[config.mk]
export PLATFORM = sky130hd
export DESIGN_NAME = uri_component_splitter_flat
export DESIGN_NICKNAME = d
export VERILOG_FILES = /design/src/usp_pkg.sv /design/src/usp_in_if.sv /design/src/usp_out_if.sv /design/src/uri_component_splitter.sv /design/src/flat_wrapper.sv
export SDC_FILE = /design/constraint.sdc
export NUM_CORES = 1
export LEC_CHECK = 0
export ABC_AREA = 1
export BUFFER_PORTS_ARGS = -buffer_cell sky130_fd_sc_hd__buf_2
export CAP_MARGIN = 30
export CORE_MARGIN = 2
export CORE_UTILIZATION = 45
export CTS_BUF_LIST = sky130_fd_sc_hd__clkbuf_4 sky130_fd_sc_hd__clkbuf_8
export CTS_CLUSTER_DIAMETER = 30
export DETAILED_ROUTE_END_ITERATION = 16
export GPL_ROUTABILITY_DRIVEN = 0
export HOLD_SLACK_MARGIN = 0.05
export SKIP_LAST_GASP = 1
export SLEW_MARGIN = 25
export SYNTH_ARGS = -nofsm -noshare
export SYNTH_HDL_FRONTEND = slang
export SYNTH_SLANG_ARGS = --single-unit
[constraint.sdc]
create_clock -name clk -period 5 [get_ports clk]
set_input_delay 0.75 -clock clk [delete_from_list [all_inputs] [get_ports clk]]
set_output_delay 0.75 -clock clk [all_outputs]
set_load 0.02 [all_outputs]
[src/usp_pkg.sv]
`timescale 1ns / 1ps
// ----------------------------------------------------------------------------
// usp_pkg
// Types, character constants and classification helpers for the URI
// component splitter.
// ----------------------------------------------------------------------------
package usp_pkg;

  typedef enum logic [2:0] {
    PH_FIRST,
    PH_SCHEME,
    PH_COLON,
    PH_AUTH,
    PH_PATH,
    PH_QUERY,
    PH_FRAG,
    PH_ENDED
  } phase_t;

  typedef enum logic [2:0] {
    PART_SCHEME,
    PART_AUTH,
    PART_PATH,
    PART_QUERY,
    PART_FRAG,
    PART_NONE
  } part_t;

  typedef struct packed {
    logic [7:0] out_byte;
    part_t      part;
    logic       out_last;
    logic       accepted;
  } result_t;

  localparam logic [7:0] CH_COLON = 8'h3A;
  localparam logic [7:0] CH_SLASH = 8'h2F;
  localparam logic [7:0] CH_QUEST = 8'h3F;
  localparam logic [7:0] CH_HASH  = 8'h23;
  localparam logic [7:0] CH_PLUS  = 8'h2B;
  localparam logic [7:0] CH_MINUS = 8'h2D;
  localparam logic [7:0] CH_DOT   = 8'h2E;
  localparam logic [7:0] CH_NUL   = 8'h00;

  // result queue depth; must hold two new results behind one stalled one
  localparam int unsigned QDEPTH = 4;

  function automatic logic is_alpha(input logic [7:0] c);
    return (c >= 8'h61 && c <= 8'h7A) || (c >= 8'h41 && c <= 8'h5A);
  endfunction

  function automatic logic is_scheme_char(input logic [7:0] c);
    return is_alpha(c) || (c >= 8'h30 && c <= 8'h39) ||
           c == CH_PLUS || c == CH_MINUS || c == CH_DOT;
  endfunction

  function automatic phase_t path_class(input logic [7:0] c);
    if (c == CH_QUEST) return PH_QUERY;
    if (c == CH_HASH) return PH_FRAG;
    return PH_PATH;
  endfunction

  // label for a byte taken in one of the post-scheme phases
  function automatic part_t phase_part(input phase_t ph);
    case (ph)
      PH_AUTH:  return PART_AUTH;
      PH_PATH:  return PART_PATH;
      PH_QUERY: return PART_QUERY;
      PH_FRAG:  return PART_FRAG;
      default:  return PART_NONE;
    endcase
  endfunction

  function automatic result_t mk_res(input logic [7:0] b, input part_t p);
    result_t r;
    r.out_byte = b;
    r.part     = p;
    r.out_last = 1'b0;
    r.accepted = 1'b0;
    return r;
  endfunction

endpackage

[src/usp_in_if.sv]
`timescale 1ns / 1ps
// ----------------------------------------------------------------------------
// usp_in_if
// Input byte channel: one URI character per item.
// ----------------------------------------------------------------------------
interface usp_in_if;
  logic       valid;
  logic       ready;
  logic [7:0] in_byte;
  logic       in_last;

  modport source (output valid, output in_byte, output in_last, input ready);
  modport sink (input valid, input in_byte, input in_last, output ready);
endinterface

[src/usp_out_if.sv]
`timescale 1ns / 1ps
// ----------------------------------------------------------------------------
// usp_out_if
// Result channel: labelled character with component code and verdict.
// ----------------------------------------------------------------------------
interface usp_out_if;
  logic       valid;
  logic       ready;
  logic [7:0] out_byte;
  logic [2:0] part;
  logic       out_last;
  logic       accepted;

  modport source (output valid, output out_byte, output part, output out_last,
                  output accepted, input ready);
  modport sink (input valid, input out_byte, input part, input out_last,
                input accepted, output ready);
endinterface

[src/uri_component_splitter.sv]
`timescale 1ns / 1ps
// Results are registered in the result queue when their input item is accepted.
// Throughput: one input item per cycle while the queue has room; the output
//   side moves one result per cycle while dout.ready is high.
// A 4-entry result queue decouples the sides; input is taken while it has
//   room for two results.
// Reset (synchronous): phase machine to scheme start, queue emptied.
// ----------------------------------------------------------------------------
// uri_component_splitter
// Labels each URI byte with its component (scheme, authority, path, query,
// fragment) and gives an accept/reject verdict on the final result.
// ----------------------------------------------------------------------------
module uri_component_splitter (
  input  logic         clk,
  input  logic         rst,
  usp_in_if.sink       din,
  usp_out_if.source    dout
);
  import usp_pkg::*;

  localparam int unsigned PW = $clog2(QDEPTH);
  localparam int unsigned CW = $clog2(QDEPTH + 1);

  phase_t  phase, phase_next;
  logic    slash_held, slash_held_next;
  logic    failed, failed_next;

  result_t r0, r1;
  logic [1:0] n_res;

  result_t         q [QDEPTH];
  logic [PW-1:0]   wptr, rptr;
  logic [CW-1:0]   count;
  logic            push, pop;

  // per-item labelling
  always_comb begin
    logic [7:0] b;
    b               = din.in_byte;
    phase_next      = phase;
    slash_held_next = slash_held;
    failed_next     = failed;
    r0              = mk_res(b, PART_NONE);
    r1              = mk_res(b, PART_NONE);
    n_res           = 2'd1;

    if (phase == PH_ENDED) begin
      r0 = mk_res(b, PART_NONE);
    end else if (b == CH_NUL) begin
      if (slash_held) begin
        r0    = mk_res(CH_SLASH, PART_PATH);
        r1    = mk_res(CH_NUL, PART_NONE);
        n_res = 2'd2;
      end else begin
        r0 = mk_res(CH_NUL, PART_NONE);
      end
      slash_held_next = 1'b0;
      if (phase == PH_FIRST || phase == PH_SCHEME) failed_next = 1'b1;
      phase_next = PH_ENDED;
    end else begin
      case (phase)
        PH_FIRST: begin
          if (is_alpha(b)) begin
            phase_next = PH_SCHEME;
            r0 = mk_res(b, PART_SCHEME);
          end else begin
            failed_next = 1'b1;
            phase_next  = PH_ENDED;
          end
        end
        PH_SCHEME: begin
          if (b == CH_COLON) begin
            phase_next = PH_COLON;
            r0 = mk_res(b, PART_SCHEME);
          end else if (is_scheme_char(b)) begin
            r0 = mk_res(b, PART_SCHEME);
          end else begin
            failed_next = 1'b1;
            phase_next  = PH_ENDED;
          end
        end
        PH_COLON: begin
          if (slash_held) begin
            slash_held_next = 1'b0;
            n_res = 2'd2;
            if (b == CH_SLASH) begin
              phase_next = PH_AUTH;
              r0 = mk_res(CH_SLASH, PART_AUTH);
              r1 = mk_res(b, PART_AUTH);
            end else begin
              phase_next = path_class(b);
              r0 = mk_res(CH_SLASH, PART_PATH);
              r1 = mk_res(b, phase_part(path_class(b)));
            end
          end else if (b == CH_SLASH) begin
            // wait for the next byte to tell "//" from a path
            slash_held_next = 1'b1;
            n_res = 2'd0;
          end else begin
            phase_next = path_class(b);
            r0 = mk_res(b, phase_part(path_class(b)));
          end
        end
        PH_AUTH: begin
          if (b == CH_SLASH) phase_next = PH_PATH;
          else if (b == CH_QUEST) phase_next = PH_QUERY;
          else if (b == CH_HASH) phase_next = PH_FRAG;
          r0 = mk_res(b, phase_part(phase_next));
        end
        PH_PATH: begin
          phase_next = path_class(b);
          r0 = mk_res(b, phase_part(path_class(b)));
        end
        PH_QUERY: begin
          if (b == CH_HASH) phase_next = PH_FRAG;
          r0 = mk_res(b, phase_part(phase_next));
        end
        default: begin
          r0 = mk_res(b, phase_part(phase));
        end
      endcase
    end

    if (din.in_last) begin
      if (slash_held_next) begin
        // held slash is only ever pending with no result yet from this item
        r0    = mk_res(CH_SLASH, PART_PATH);
        n_res = 2'd1;
      end
      if (n_res == 2'd1) begin
        r0.out_last = 1'b1;
        r0.accepted = !failed_next && phase_next != PH_FIRST &&
                      phase_next != PH_SCHEME;
      end else begin
        r1.out_last = 1'b1;
        r1.accepted = !failed_next && phase_next != PH_FIRST &&
                      phase_next != PH_SCHEME;
      end
      phase_next      = PH_FIRST;
      slash_held_next = 1'b0;
      failed_next     = 1'b0;
    end
  end

  assign din.ready = (count <= CW'(QDEPTH - 2));
  assign push      = din.valid && din.ready;
  assign pop       = dout.valid && dout.ready;

  always_ff @(posedge clk) begin
    if (rst) begin
      phase      <= PH_FIRST;
      slash_held <= 1'b0;
      failed     <= 1'b0;
    end else if (push) begin
      phase      <= phase_next;
      slash_held <= slash_held_next;
      failed     <= failed_next;
    end
  end

  // result queue
  always_ff @(posedge clk) begin
    if (push && n_res != 2'd0) q[wptr] <= r0;
    if (push && n_res == 2'd2) q[wptr + PW'(1)] <= r1;
  end

  always_ff @(posedge clk) begin
    if (rst) begin
      wptr  <= '0;
      rptr  <= '0;
      count <= '0;
    end else begin
      if (push) wptr <= wptr + PW'(n_res);
      if (pop) rptr <= rptr + PW'(1);
      count <= count + (push ? CW'(n_res) : CW'(0)) - (pop ? CW'(1) : CW'(0));
    end
  end

  assign dout.valid    = (count != '0);
  assign dout.out_byte = q[rptr].out_byte;
  assign dout.part     = q[rptr].part;
  assign dout.out_last = q[rptr].out_last;
  assign dout.accepted = q[rptr].accepted;

`ifndef ASSERT_OFF
  a_count_bound: assert property (@(posedge clk) disable iff (rst)
    count <= CW'(QDEPTH))
    else $error("result queue overflow");

  a_verdict_on_last: assert property (@(posedge clk) disable iff (rst)
    (dout.valid && dout.accepted) |-> dout.out_last)
    else $error("accept verdict on a non-final result");

  a_slash_phase: assert property (@(posedge clk) disable iff (rst)
    slash_held |-> (phase == PH_COLON))
    else $error("held slash outside the post-colon phase");

  a_failed_ended: assert property (@(posedge clk) disable iff (rst)
    failed |-> (phase == PH_ENDED))
    else $error("failed flag set while still parsing");

  a_push_room: assert property (@(posedge clk) disable iff (rst)
    (push && n_res == 2'd2) |=> (count >= CW'(1)))
    else $error("two-result item left queue empty");
`endif

endmodule
[src/flat_wrapper.sv]
// flat-port wrapper written by rule: the top's interface ports become plain ports
module uri_component_splitter_flat import usp_pkg::*;
  (clk, rst, din_valid, din_in_byte, din_in_last, din_ready, dout_valid, dout_out_byte, dout_part, dout_out_last, dout_accepted, dout_ready);
  usp_in_if din_i ();
  usp_out_if dout_i ();
  input  logic clk;
  input  logic rst;
  input wire logic [$bits(din_i.valid)-1:0] din_valid;
  input wire logic [$bits(din_i.in_byte)-1:0] din_in_byte;
  input wire logic [$bits(din_i.in_last)-1:0] din_in_last;
  output wire logic [$bits(din_i.ready)-1:0] din_ready;
  output wire logic [$bits(dout_i.valid)-1:0] dout_valid;
  output wire logic [$bits(dout_i.out_byte)-1:0] dout_out_byte;
  output wire logic [$bits(dout_i.part)-1:0] dout_part;
  output wire logic [$bits(dout_i.out_last)-1:0] dout_out_last;
  output wire logic [$bits(dout_i.accepted)-1:0] dout_accepted;
  input wire logic [$bits(dout_i.ready)-1:0] dout_ready;
  assign din_i.valid = din_valid;
  assign din_i.in_byte = din_in_byte;
  assign din_i.in_last = din_in_last;
  assign din_ready = din_i.ready;
  assign dout_valid = dout_i.valid;
  assign dout_out_byte = dout_i.out_byte;
  assign dout_part = dout_i.part;
  assign dout_out_last = dout_i.out_last;
  assign dout_accepted = dout_i.accepted;
  assign dout_i.ready = dout_ready;
  uri_component_splitter u_core (.clk(clk), .rst(rst), .din(din_i), .dout(dout_i));
endmodule
-- Word-level counts from Yosys, hierarchy flattened
Memory sizes are Yosys's and may differ from the RTL's. A register that Yosys moved wholly into a read port is not among the register bits.
Cells that the tools add are included.
- $add $sub $neg: 5
- order comparisons: 7
- eq/ne operators: 37
- mux-type cells: 128
- reduce and logical (&&, ||, !) cells: 21
- operators by type and width (cell ; number):
    $mux W3 ; 39
    $mux W13 ; 8
    $pmux W13 S6 ; 1
    $pmux W3 S4 ; 5
    $eq A3 B3 Y1 const B ; 19
    $eq A8 B6 Y1 const B ; 7
    $mux W1 ; 50
    $mux W5 ; 7
    $mux W2 ; 14
    $eq A3 B2 Y1 const B ; 7
    $pmux W3 S6 ; 1
    $ge A8 B7 Y1 const B ; 2
    $le A8 B7 Y1 const B ; 2
    $mux W11 ; 1
    $logic_and A1 B1 Y1 ; 9
    $ge A8 B6 Y1 const B ; 1
    $le A8 B6 Y1 const B ; 1
    $logic_not A8 Y1 ; 1
    $logic_or A1 B1 Y1 ; 6
    $reduce_bool A3 Y1 ; 2
    $add A2 B1 Y2 const B ; 2
    $mux W4 ; 1
    $add A3 B3 Y3 ; 1
    $eq A3 B1 Y1 const B ; 1
    10 further kinds ; 10
- bits in registers: 12
- bits in writable memories: 52
- bits of input ports: 13
- logic and storage cells: 205
- memories kept: 1
- memories (name ; words ; bits a word ; rd ports ; clocked after Yosys merged registers in ; write ports ; RTL line ; text):
    u_core.q ; 4 ; 13 ; 1 ; 1 ; 2 ; uri_component_splitter.sv:31 ; result_t q [QDEPTH];

-- Logic depth before layout (Yosys ltp)
- word-level depth: 30
- depth in mapped cells: 17
- depth with buffers taken out: 16

-- Worst setup path after synthesis
OpenSTA, ideal clock, no wires.
- kind: in2reg
- from: input din_in_byte[6]
- to: memory u_core.q[0][0] (netlist name), enable pin
- setup time: 0.401 ns
- arrival time: 2.654 ns
- slack: 1.945 ns
- cell stages on the path: 9
- buffers on the path: 0
- cell sequence: inv_1 -> nand2_1 -> nor2_2 -> nand2_1 -> nand2_1 -> nand4_2 -> o21ai_2 -> o21ai_0 -> o21ai_0
- RTL lines (item ; RTL line ; text):
    start: declaration ; flat_wrapper.sv:9 ; input wire logic [$bits(din_i.in_byte)-1:0] din_in_byte;
    end: declaration ; uri_component_splitter.sv:31 ;

==> flow_summary.ini <==
[logic_synthesis]
syn_nets = 510
synth_area_mm2 = 0.003851
syn_inst = 492
post-synth-top-count-cell = nand2_1
synth_area_leaders = edfxtp_1 (41%), nand2_1 (13%), dfxtp_1 (7.3%)
yosys.area.top_type_share_pct = 40.55
synth_flop_cell = edfxtp_1
ys_warn_count = 0
synth_seq_cells = 66
synth_edf_count = 52
seq_area_frac_synth_pct = 47.82
synth_area_per_cell_um2 = 7.828
ys_types = 39
synth_largest_area_cell = edfxtp_1
synthTopCellsByCount = nand2_1 (135), nor2_1 (64), inv_1 (61)
ys_async_sr_fraction_pct = 0

[sta]
tns_ns = 0
fmax_ghz = 0.3537
min_period_ns = 2.827
slew_violations = 0
relSlewSlack_pct = 44.42
finClkSkew_ns = 0.009616
hold_viol = 0
rsz0062_at_grt = false
layout_worst_path_cycle_share_pct = 56.54
worstMarginPinSlew_ns = 0.8337
finalSetupViolations = 0

[routing]
dr.pass1.iters = 5
drc = 0
dr.first_iter.drc_count = 264
vias_per_cell = 5.319
ant_nets = 0
routed_wl_um = 9226
via_count = 3356
wl_per_cell_um = 14.62

[critical_path]
slowest_delay_ns = 0.72
critPathMostFrequentCell = nand2_1
path_buf_inv = 2
cp-end-kind = flip-flop
crit_slowest_cell = o21ai_2
setup.worst_path.start_class = input pin
cp_top_family = compound AO/OA/AOI/OAI gates
worstSetupPathType = in -> reg
cp_data_required_time_ns = 4.96
arrival_ns = 2.79
crit_fanout = 13
crit_path_cell_trace = buf_2, inv_1, nand2_1, nor2_2, nand2_1, nand2_1, nand4_2, o21ai_2, o21ai_0, o21ai_2

[power]
p_sw_w = 0.0006253
seqPwrFrac_pct = 39.2
power_w = 0.001814
p_leak_nw = 1.924
irDropWorstVdd_uv = 157.7
switching_share_pct = 34.47
p_int_w = 0.001189
clockPowerShare_pct = 30.4
combPwrFrac_pct = 30.4
powerDensity_mw_per_mm2 = 418.9

[clock_tree]
htreeDepth = 3
cts_resized = 0
postCtsSetupBuffers = 0
cts_tree = built
cts_hold_buf = 0
cts.sinks = 66
clock_latency_ns = 0.34
cts-root-buf = clkbuf_8
clk_pin_slew_worst_paths_ns = 0.07
cts_buffers = 9
cts.path.max_buffers = 2

[die]
boundaryPins = 28
dieArea_mm2 = 0.009314
core_area_mm2 = 0.008258
placementRows = 33
die_h_um = 96.51
die_x_um = 96.51
initial_core_util_pct = 46.64

[global_routing]
grt_pass1_vias = 3114
grt_pass1_wl_um = 15340
grt.overflow.total = 0
grt_use_total_pct = 22.19
grt_max_degree = 28
antenna_found_initial = 0

[placed_design]
port_buffers = 27
hpwlAfterDp_um = 6894

[layout]
antennaDiodeCount = 0
fillers = 813
utilization_pct = 52.44
drive_gt1_share_pct = 15.21
nets = 539
syn_to_final_growth_pct = 12.44

[worst_hold_path]
hold_class = reg -> reg

[job]
max_cap_violations = 0

[outcome]
status = completed
[cells in the final DEF (no fill, tap or decap), drive strengths merged, types with 2 or more instances in the layout]
| cell type | synthesis | routed |
|---|---|---|
| bufinv | 0 | 3 |
| nor2 | 68 | 68 |
| o21ai | 54 | 54 |
| nand4 | 3 | 3 |
| buf | 4 | 30 |
| o22ai | 13 | 13 |
| inv | 70 | 70 |
| clkinv | 1 | 3 |
| nor3b | 3 | 3 |
| edfxtp | 52 | 52 |
| clkbuf | 8 | 10 |
| dfxtp | 14 | 14 |
| nor3 | 10 | 10 |
| a21oi | 9 | 9 |
| nand3 | 28 | 28 |
| nand2 | 142 | 142 |
| ha | 4 | 4 |
| nand3b | 2 | 2 |
[tightest hold or removal path: cells and delay by family, from the launching register on]
family	cells	cell delay (ns)
AO/OA/AOI/OAI	1	0.05
flip-flops	1	0.31
AND/OR/NAND/NOR	1	0.06
[state kept, by name, indices dropped and copies added (netlist names), named ones only]
register,cells
u_core.failed,1
u_core.wptr,2
u_core.count,3
u_core.slash_held,1
u_core.q,52
u_core.rptr,2
u_core.phase,3
[final timing paths]
kind,end,slack [ns],cells past startpoint,from
max,u_core.q[1][8],2.17,10,din_in_byte[6]
min,u_core.failed,0.47,2,u_core.failed
max reg2reg,u_core.q[1][8],2.32,9,u_core.phase[2]
min reg2reg,u_core.failed,0.47,2,u_core.failed
[per-layer routing]
layer  vias up  part of all wire (%)  GRT usage, %
met4         0                   1.7         6.925
li1       1672                     -             -
met5         -                     0             0
met2       128                    44         33.04
met3        20                   6.4         4.267
met1      1536                    48         32.73
[cell type report]
type                       instances  area, um^2  share of cell area [%]
sequential                        66        1842                   42.53
clock buffer                      10       131.4                   3.034
tap                              105       131.4                   3.034
clock inverter                     6       115.1                   2.658
multi-input combinational        343        1685                   38.92
timing repair buffer              30       157.7                   3.641
inverter                          71       267.8                   6.183
[cells by family (layout without fill, tap and decap cells)]
family	after synthesis	in the layout	share of synthesized area [%]
flip-flops	66	66	47.82
XOR/XNOR	2	2	0.4549
buffers and inverters	83	117	8.609
AO/OA/AOI/OAI	80	80	11.40
AND/OR/NAND/NOR	256	256	29.89
adder cells (fa/ha/maj)	5	5	1.819
[power by group through the flow]
stage               combinational, W  clock [W]  sequential [W]
finish                      0.000552   0.000551        0.000711
floorplan                   0.000404          0        0.000708
CTS                         0.000555   0.000556        0.000711
global placement            0.000543          0        0.000723
global route                0.000635   0.000584        0.000718
detailed placement          0.000553          0        0.000723
[per-stage QoR]
stage | instances | cell area [um^2] | hold WS (ns) | setup slack, ns
floorplan | 492 | 3851 | 0.4401 | 1.945
global placement | 615 | 4076 | 0.4541 | 1.592
detailed placement | 615 | 4084 | 0.4620 | 1.834
CTS | 631 | 4330 | 0.4742 | 2.193
global route | 631 | 4330 | 0.5090 | 1.988
finish | 631 | 4330 | 0.4678 | 2.173
No activity file was read; power rests on OpenSTA's default activity.
